<file path="src/rtl/assert_macros.svh">
// Assertion macros shared by the speed PID block.
// No dependencies; included by the modules that carry assertions.
`ifndef ASSERT_MACROS_SVH
`define ASSERT_MACROS_SVH

// Same-cycle implication, disabled during reset
`define MSP_ASSERT_IMP(label, clk, rst, ante, cons, msg) \
   label: assert property (@(posedge clk) disable iff (rst) (ante) |-> (cons)) \
      else $error(msg);

// Next-cycle implication, disabled during reset
`define MSP_ASSERT_NXT(label, clk, rst, ante, cons, msg) \
   label: assert property (@(posedge clk) disable iff (rst) (ante) |=> (cons)) \
      else $error(msg);

`endif

</file>
<file path="src/rtl/msp_pkg.sv">
// Types and fixed constants of the motor speed PID block.
// No dependencies; imported by every module of the block.
package msp_pkg;

   localparam int GAIN_W   = 16;
   localparam int LIMIT_W  = 15;
   localparam int SCALE_W  = 20;
   localparam int SPEED_W  = 16;
   localparam int RAW_W    = 16;
   localparam int COUNT_W  = 14;
   localparam int DELTA_W  = 16;
   localparam int INTEG_W  = 48;
   localparam int DRIVE_W  = 16;
   localparam int TARGET_W = 32;
   localparam int DUTY_W   = 15;
   localparam int DVS_W    = 16;

   localparam int CSR_ADDR_W = 5;
   localparam int CSR_DATA_W = 32;

   // rpm to pulses per frame: revolutions per minute over milliseconds per minute
   localparam logic [DVS_W-1:0] RPM_DIVISOR = 16'd60000;

   localparam logic [GAIN_W-1:0]  GAIN_P_RST      = 16'd20;
   localparam logic [GAIN_W-1:0]  GAIN_I_RST      = 16'd0;
   localparam logic [GAIN_W-1:0]  GAIN_D_RST      = 16'd12;
   localparam logic [GAIN_W-1:0]  GAIN_DIVISOR_RST = 16'd50;
   localparam logic [LIMIT_W-1:0] DRIVE_LIMIT_RST = 15'd1000;
   localparam logic [LIMIT_W-1:0] DUTY_FLOOR_RST  = 15'd0;
   localparam logic [LIMIT_W-1:0] SPEED_LIMIT_RST = 15'd1000;
   localparam logic [SCALE_W-1:0] SPEED_SCALE_RST = 20'd5;

   typedef enum logic [2:0] {
      CSR_GAIN_P,
      CSR_GAIN_I,
      CSR_GAIN_D,
      CSR_GAIN_DIVISOR,
      CSR_DRIVE_LIMIT,
      CSR_DUTY_FLOOR,
      CSR_SPEED_LIMIT,
      CSR_SPEED_SCALE
   } csr_index_type;

   typedef enum logic [0:0] {
      OP_SPEED,
      OP_TICK
   } opcode_type;

   typedef enum logic [3:0] {
      S_IDLE,
      S_CLAMP,
      S_SPD_MUL,
      S_SPD_DIV,
      S_SPD_WAIT,
      S_TARGET,
      S_DIFF,
      S_MUL,
      S_SUM,
      S_TCK_DIV,
      S_TCK_WAIT,
      S_DRIVE,
      S_EMIT
   } state_type;

   typedef struct packed {
      logic [GAIN_W-1:0]  gain_p;
      logic [GAIN_W-1:0]  gain_i;
      logic [GAIN_W-1:0]  gain_d;
      logic [GAIN_W-1:0]  gain_divisor;
      logic [LIMIT_W-1:0] drive_limit;
      logic [LIMIT_W-1:0] duty_floor;
      logic [LIMIT_W-1:0] speed_limit;
      logic [SCALE_W-1:0] speed_scale;
   } msp_cfg_type;

   typedef struct packed {
      logic capture;
      logic clamp_load;
      logic clear_loop;
      logic spd_mul;
      logic tick_diff;
      logic tick_mul;
      logic tick_sum;
      logic div_start;
      logic div_tick;
      logic target_load;
      logic drive_load;
      logic emit_load;
   } msp_cmd_type;

   typedef struct packed {
      logic moving;
      logic speed_zero;
      logic div_busy;
   } msp_sts_type;

endpackage

</file>
<file path="src/rtl/msp_ctrl.sv">
// Sequencer of the speed PID: steps one request through the datapath.
// Depends on msp_pkg and assert_macros.svh; drives msp_datapath by command.
`include "assert_macros.svh"
module msp_ctrl
   import msp_pkg::*;
(
   input  logic        clock,
   input  logic        reset,
   input  logic        req_valid,
   input  logic        req_opcode,
   output logic        req_stall,
   output logic        rsp_valid,
   input  logic        rsp_stall,
   input  msp_sts_type sts,
   output msp_cmd_type cmd
);

   state_type state_ff, state_in;
   logic      rsp_valid_ff, rsp_valid_in;

   // State and result-valid registers
   always_ff @(posedge clock) begin
      if (reset) begin
         state_ff     <= S_IDLE;
         rsp_valid_ff <= 1'b0;
      end else begin
         state_ff     <= state_in;
         rsp_valid_ff <= rsp_valid_in;
      end
   end

   // Next state and commands
   always_comb begin
      state_in     = state_ff;
      cmd          = '0;
      req_stall    = 1'b1;
      rsp_valid_in = rsp_valid_ff & rsp_stall;
      case (state_ff)
         S_IDLE: begin
            req_stall = 1'b0;
            if (req_valid) begin
               cmd.capture = 1'b1;
               if (opcode_type'(req_opcode) == OP_SPEED) begin
                  state_in = S_CLAMP;
               end else if (sts.moving) begin
                  state_in = S_DIFF;
               end else begin
                  state_in = S_EMIT;
               end
            end
         end
         S_CLAMP: begin
            cmd.clamp_load = 1'b1;
            if (sts.speed_zero) begin
               cmd.clear_loop = 1'b1;
               state_in       = S_EMIT;
            end else begin
               state_in = S_SPD_MUL;
            end
         end
         S_SPD_MUL: begin
            cmd.spd_mul = 1'b1;
            state_in    = S_SPD_DIV;
         end
         S_SPD_DIV: begin
            cmd.div_start = 1'b1;
            state_in      = S_SPD_WAIT;
         end
         S_SPD_WAIT: begin
            if (!sts.div_busy) begin
               state_in = S_TARGET;
            end
         end
         S_TARGET: begin
            cmd.target_load = 1'b1;
            state_in        = S_EMIT;
         end
         S_DIFF: begin
            cmd.tick_diff = 1'b1;
            state_in      = S_MUL;
         end
         S_MUL: begin
            cmd.tick_mul = 1'b1;
            state_in     = S_SUM;
         end
         S_SUM: begin
            cmd.tick_sum = 1'b1;
            state_in     = S_TCK_DIV;
         end
         S_TCK_DIV: begin
            cmd.div_start = 1'b1;
            cmd.div_tick  = 1'b1;
            state_in      = S_TCK_WAIT;
         end
         S_TCK_WAIT: begin
            cmd.div_tick = 1'b1;
            if (!sts.div_busy) begin
               state_in = S_DRIVE;
            end
         end
         S_DRIVE: begin
            cmd.div_tick   = 1'b1;
            cmd.drive_load = 1'b1;
            state_in       = S_EMIT;
         end
         S_EMIT: begin
            // hold until the result register is free
            if (!rsp_valid_ff || !rsp_stall) begin
               cmd.emit_load = 1'b1;
               rsp_valid_in  = 1'b1;
               state_in      = S_IDLE;
            end
         end
         default: begin
            state_in = S_IDLE;
         end
      endcase
   end

   assign rsp_valid = rsp_valid_ff;

   `MSP_ASSERT_IMP(a_div_start_free, clock, reset, cmd.div_start, !sts.div_busy,
      "divider started while still busy")
   `MSP_ASSERT_NXT(a_div_takes_start, clock, reset, cmd.div_start, sts.div_busy,
      "divider did not pick up its operands")
   `MSP_ASSERT_NXT(a_emit_shows, clock, reset, cmd.emit_load,
      rsp_valid_ff && state_ff == S_IDLE, "loaded result not presented")

endmodule

</file>
<file path="config.mk">
export PLATFORM = sky130hd
export DESIGN_NAME = msp_ctrl
export DESIGN_NICKNAME = d
export VERILOG_FILES = /design/src/rtl/msp_pkg.sv /design/src/rtl/msp_ctrl.sv
export VERILOG_INCLUDE_DIRS = /design/src /design/src/rtl
export SDC_FILE = /design/constraint.sdc
export NUM_CORES = 1
export LEC_CHECK = 0
export BUFFER_PORTS_ARGS = -buffer_cell sky130_fd_sc_hd__buf_4
export CORE_AREA = 2 2 39 41
export DETAILED_ROUTE_END_ITERATION = 10
export DIE_AREA = 0 0 41 43
export MAX_ROUTING_LAYER = met4
export PLACE_DENSITY = 0.66
export SKIP_LAST_GASP = 1
export SLEW_MARGIN = 10
export SYNTH_ARGS = -nofsm -noshare
export SYNTH_HDL_FRONTEND = slang
export SYNTH_SLANG_ARGS = --single-unit
</file>
<file path="constraint.sdc">
create_clock -name clock -period 2 [get_ports clock]
set_input_delay 0.1 -clock clock [delete_from_list [all_inputs] [get_ports clock]]
set_output_delay 0.1 -clock clock [all_outputs]
set_load 0.02 [all_outputs]
</file>
; ---- Yosys cells after proc, flatten, opt, wreduce, memory -nomap -nowiden
; Cells that the tools add are included.
[classes]
addsub = 0
mul = 0
div = 0
order_cmp = 0
eq_ne = 16
shift = 0
muxes = 25
bitwise_logic = 1
n_reduce_logical = 8
[op_table]
columns = cell, n
row1 = $pmux W4 S12, 1
row2 = $mux W4, 7
row3 = $eq A4 B4 Y1 const B, 5
row4 = $eq A4 B3 Y1 const B, 4
row5 = $mux W1, 16
row6 = $eq A4 B2 Y1 const B, 2
row7 = $ne A2 B2 Y1 const B, 4
row8 = $eq A4 B1 Y1 const B, 1
row9 = $logic_not A4 Y1, 1
row10 = $reduce_and A4 Y1, 1
row11 = $reduce_or A2 Y1, 2
row12 = $reduce_or A3 Y1, 1
row13 = $logic_not A1 Y1, 2
row14 = $mux W2, 1
row15 = $and A1 B1 Y1, 1
row16 = $logic_or A1 B1 Y1, 1
[word_totals]
register_bits = 5
latchBits = 0
ram_bits = 0
rom_bits = 0
inputBits = 8
output_inout_bits = 14
wordCells = 52
mem_count = 0

; ---- Longest topological paths before layout
[logic_depth]
depth_word = 4
ltp_mapped = 5
ltp_nobuf = 5

; ---- Least setup slack after synthesis
; OpenSTA, ideal clock, no wires.
[synth_timing]
path_kind = reg2reg
startpoint = reg state_ff[3]
endpoint = reg state_ff[2]
setup_ns = 0.121
arrival_ns = 1.378
required_ns = 1.879
setup_slack_ns = 0.501
path_stages_with_launch = 6
n_path_buf = 0
period_less_slack_ns = 1.499
path_cell_list = dfxtp_1 > nor4_4 > inv_2 > o22ai_4 > a31oi_4 > mux2_4
[synth_via]
elab_chain_len = 3
word_cells_on_any_way = 20
cone_classes = 16 x eq/ne / 1 x mux / 3 x reduce/logical
[synth_lines]
columns = item, line
row1 = start: declaration, msp_ctrl.sv:18  ; state_type state_ff, state_in;
row2 = start signal: assignment, msp_ctrl.sv:27  ; state_ff <= state_in;
row3 = "$eq A4 B4 Y1, or another cell as far along", msp_ctrl.sv:38  ; case (state_ff)
row4 = $reduce_or A2 Y1 (no source line) / $ne A2 B2 Y1 (equally long branches), -
row5 = $pmux W4 S12 / $reduce_and A4 Y1 (equally long branches), -
; Parallel ways exist; a longest one is shown, timed or not.
; A chain may end at the register's enable or synchronous reset.

==> impl_metrics.xml <==
<?xml version="1.0" encoding="UTF-8"?>
<metrics>
  <group name="global_routing">
    <metric name="grt_first_pass_wirelength" unit="um">1770</metric>
    <metric name="grt_antenna_before_repair" unit="">0</metric>
    <metric name="grt_start_max_net_pins" unit="">17</metric>
    <metric name="global_route.overflow_total" unit="">0</metric>
    <metric name="first_global_vias" unit="">425</metric>
    <metric name="gr-usage-all-layers" unit="%">15.2</metric>
  </group>
  <group name="worst_setup_path">
    <metric name="criticalPathCategory" unit="">flip-flop to output pin</metric>
    <metric name="worst-r2r-cell-count" unit="">4</metric>
    <metric name="worstPathRequired" unit="ns">1.90</metric>
    <metric name="timing.critical_path.to_type" unit="">output pin</metric>
    <metric name="worst_setup_path_start_kind" unit="">flip-flop</metric>
    <metric name="critical_path_arrival" unit="ns">1.63</metric>
    <metric name="crit_path_max_fanout" unit="">15</metric>
  </group>
  <group name="power_and_ir_drop">
    <metric name="vdd_drop_max" unit="V">0.000645</metric>
    <metric name="p_int" unit="mW">0.589</metric>
    <metric name="pwr-share-clk" unit="%">10.1</metric>
    <metric name="power_frac_comb" unit="%">65.6</metric>
    <metric name="netSwitchingFraction" unit="%">48.9</metric>
    <metric name="pd_cells" unit="nW/um2">1640</metric>
    <metric name="share_seq_of_total_power" unit="%">24.2</metric>
    <metric name="net-switching-power" unit="mW">0.563</metric>
    <metric name="cellLeakagePower" unit="nW">0.314</metric>
  </group>
  <group name="synth">
    <metric name="yosys.cell_types.count" unit="">32</metric>
    <metric name="ys_seq_elements" unit="">5</metric>
    <metric name="synth.cell_area" unit="um2">503</metric>
    <metric name="dominantRegCellSynth" unit="">sky130_fd_sc_hd__dfxtp_1</metric>
    <metric name="synthArstFlopShare" unit="%">0</metric>
    <metric name="post-synth-top-area-fraction" unit="%">19.9</metric>
    <metric name="avgSynthCellArea" unit="um2">7.98</metric>
    <metric name="commonest_cells_in_the_netlist" unit="">sky130_fd_sc_hd__a21oi_1, sky130_fd_sc_hd__dfxtp_1</metric>
    <metric name="yosysTopAreaCell" unit="">sky130_fd_sc_hd__dfxtp_1</metric>
    <metric name="sequential_to_total_area_share_from_yosys_stat" unit="%">19.9</metric>
    <metric name="syn_inst" unit="">63</metric>
    <metric name="postSynthNetCount" unit="">71</metric>
    <metric name="synth.area.top_cells" unit="">sky130_fd_sc_hd__dfxtp_1, sky130_fd_sc_hd__a21oi_1, sky130_fd_sc_hd__nor2b_1, sky130_fd_sc_hd__nor3b_1, sky130_fd_sc_hd__a31oi_4</metric>
    <metric name="synth_enable_flop_cells" unit="">0</metric>
    <metric name="synth-warning-count" unit="">0</metric>
    <metric name="yosys.cell_count.top_type" unit="">sky130_fd_sc_hd__a21oi_1</metric>
  </group>
  <group name="clocking">
    <metric name="cts.repair_timing.setup_buffer_count" unit="">0</metric>
    <metric name="cts.path.max_buffers" unit="">2</metric>
    <metric name="cts_tree" unit="">done</metric>
    <metric name="htree_num_levels" unit="">1</metric>
    <metric name="skew_pair_late_insertion_delay" unit="ns">0.24</metric>
    <metric name="clock_buffers_created_by_tritoncts" unit="">3</metric>
    <metric name="holdBufCountCts" unit="">0</metric>
    <metric name="cts_resized" unit="">0</metric>
    <metric name="clk_pin_slew" unit="ns">0.04</metric>
    <metric name="root_cell_of_the_clock_tree" unit="">sky130_fd_sc_hd__clkbuf_4</metric>
    <metric name="cts.sink_count" unit="">5</metric>
  </group>
  <group name="cells_and_area">
    <metric name="flow.area_growth_from_synthesis" unit="%">39.6</metric>
    <metric name="diodes" unit="">0</metric>
    <metric name="final_layout_size_suffix_gt1_share" unit="%">38.4</metric>
    <metric name="fin_nets" unit="">95</metric>
  </group>
  <group name="timing">
    <metric name="period_needed" unit="ns">1.73</metric>
    <metric name="achievable-frequency" unit="MHz">577</metric>
    <metric name="timing_hold_violations_final" unit="">0</metric>
    <metric name="rsz0062_at_grt" unit="">false</metric>
    <metric name="period_share" unit="%">86.6</metric>
    <metric name="worst_slew_pin_slew" unit="ns">0.562</metric>
    <metric name="postLayoutSetupSlackWorst" unit="ns">0.267</metric>
    <metric name="slew_violations" unit="">0</metric>
    <metric name="setup_violations" unit="">0</metric>
    <metric name="clock-skew-final" unit="ns">0.00227</metric>
    <metric name="setup_tns" unit="ns">0</metric>
    <metric name="relSlewSlack" unit="%">62.5</metric>
  </group>
  <group name="hold_path">
    <metric name="classification_of_the_worst_slack_hold_path" unit="">input port to flip-flop</metric>
    <metric name="hold-path-cell-count" unit="">2</metric>
  </group>
  <group name="floorplan">
    <metric name="die_area" unit="um2">1760</metric>
    <metric name="ios" unit="">22</metric>
    <metric name="die_y" unit="um">43</metric>
    <metric name="fp-row-count" unit="">14</metric>
    <metric name="start_util" unit="%">36.3</metric>
    <metric name="die_w" unit="um">41</metric>
    <metric name="core_region_area" unit="um2">1380</metric>
  </group>
  <group name="placed_design">
    <metric name="detailedPlacementHpwl" unit="um">954</metric>
    <metric name="portBuffers" unit="">21</metric>
    <metric name="gp_congestion" unit="">0.789</metric>
    <metric name="place_worst_setup_slack" unit="ns">0.295</metric>
  </group>
  <group name="detailed_routing">
    <metric name="routed_vias" unit="">529</metric>
    <metric name="antenna_violating_nets_post_route" unit="">0</metric>
    <metric name="wirelength" unit="um">1220</metric>
    <metric name="route.detailed.wl_per_inst" unit="um">12.0</metric>
    <metric name="drt-pass1-iter-count" unit="">4</metric>
    <metric name="drt-initial-drc-count" unit="">6</metric>
    <metric name="routed_via_density" unit="">5.19</metric>
    <metric name="drc" unit="">0</metric>
  </group>
  <group name="status">
    <metric name="status" unit="">finished clean</metric>
  </group>
  <group name="job">
    <metric name="max-cap-violations" unit="">0</metric>
  </group>
</metrics>
## cells in the final DEF, fill, tap and decap left out, drive strengths merged
cell / netlist / final
buf: 4 / 23
a21oi: 6 / 6
dfxtp: 5 / 5
nand2: 4 / 4
nor2: 4 / 4
nor3: 4 / 4
nor2b: 4 / 4
clkbuf: 0 / 4
nand2b: 3 / 3
nor3b: 3 / 3
o21ai: 3 / 3
and3: 2 / 2
nand3b: 2 / 2
and2: 2 / 2
inv: 2 / 2
nor4b: 1 / 1
nor4: 1 / 1
nand4bb: 1 / 1
xnor2: 1 / 1
or3: 1 / 1
a2111oi: 1 / 1
o22ai: 1 / 1
a31oi: 1 / 1
mux2: 1 / 1
nand3: 1 / 1
xor2: 1 / 1
a21boi: 1 / 1
and4: 1 / 1
a21o: 1 / 1
mux2i: 1 / 1
## final timing paths
path	startpoint	endpoint	slack, ns
setup reg to reg	state_ff[0]	state_ff[2]	0.28
setup / recovery	state_ff[0]	cmd[9]	0.27
hold / removal	reset	rsp_valid	0.06
hold reg to reg	rsp_valid	rsp_valid	0.56
## cells by family (layout without fill, tap and decap cells)
kind of cell              count (synthesis)  in the layout  synth area share, %
buffers and inverters                     6             29                 5.47
xor gates and xnor gates                  2              2                 3.48
and+or+nand+nor                          34             34                 43.5
AOI/OAI and AO/OA                        14             14                 22.6
DFF                                       5              5                 19.9
muxes                                     2              2                 4.97
## worst max-delay path, stage by stage (launching register included)
cell                       delay [ns]
sky130_fd_sc_hd__dfxtp_1         0.67
sky130_fd_sc_hd__nand2b_1        0.21
sky130_fd_sc_hd__nor3_1          0.21
sky130_fd_sc_hd__and2_1          0.16
sky130_fd_sc_hd__buf_4           0.14
## sequential cells by signal, indices dropped and copies added (netlist names)
register and cells:
state_ff 4, rsp_valid 1
## metrics by stage
| stage | utilization (%) | area (um2) | total power, mW | instances | hold slack [ns] |
|---|---|---|---|---|---|
| after floorplan | - | 503 | 0.808 | 63 | 0.169 |
| after global placement | 48.8 | 676 | 1.04 | 98 | 0.320 |
| after detailed placement | 48.8 | 676 | 1.04 | 98 | 0.314 |
| after CTS | 50.7 | 702 | 1.16 | 102 | 0.0571 |
| after global routing | 50.7 | 702 | 1.24 | 102 | 0.0630 |
| final | 50.7 | 702 | 1.15 | 102 | 0.0623 |
## layer usage
layer | wire length (um) | vias to the layer above | global-route usage, %
met5 | 0 | - | -
met2 | 606 | 16 | 24.1
met4 | 0 | 0 | 2.00
met1 | 544 | 243 | 18.1
met3 | 73 | 0 | 6.28
li1 | - | 270 | -
## power groups by stage
stage | combinational [mW] | clock [mW] | sequential (mW)
after floorplan | 0.603 | 0 | 0.205
final | 0.756 | 0.117 | 0.279
after detailed placement | 0.760 | 0 | 0.281
after global placement | 0.759 | 0 | 0.278
after CTS | 0.765 | 0.121 | 0.278
after global routing | 0.827 | 0.128 | 0.290
## final cells by class
| class | count | area, um2 |
|---|---|---|
| fill | 124 | 682 |
| multi-input combinational | 52 | 375 |
| timing repair buffer | 23 | 173 |
| sequential | 5 | 100 |
| clock buffer | 4 | 26.3 |
| tap | 16 | 20.0 |
| inverter | 2 | 7.51 |
Power figures use the tool's default switching activity.
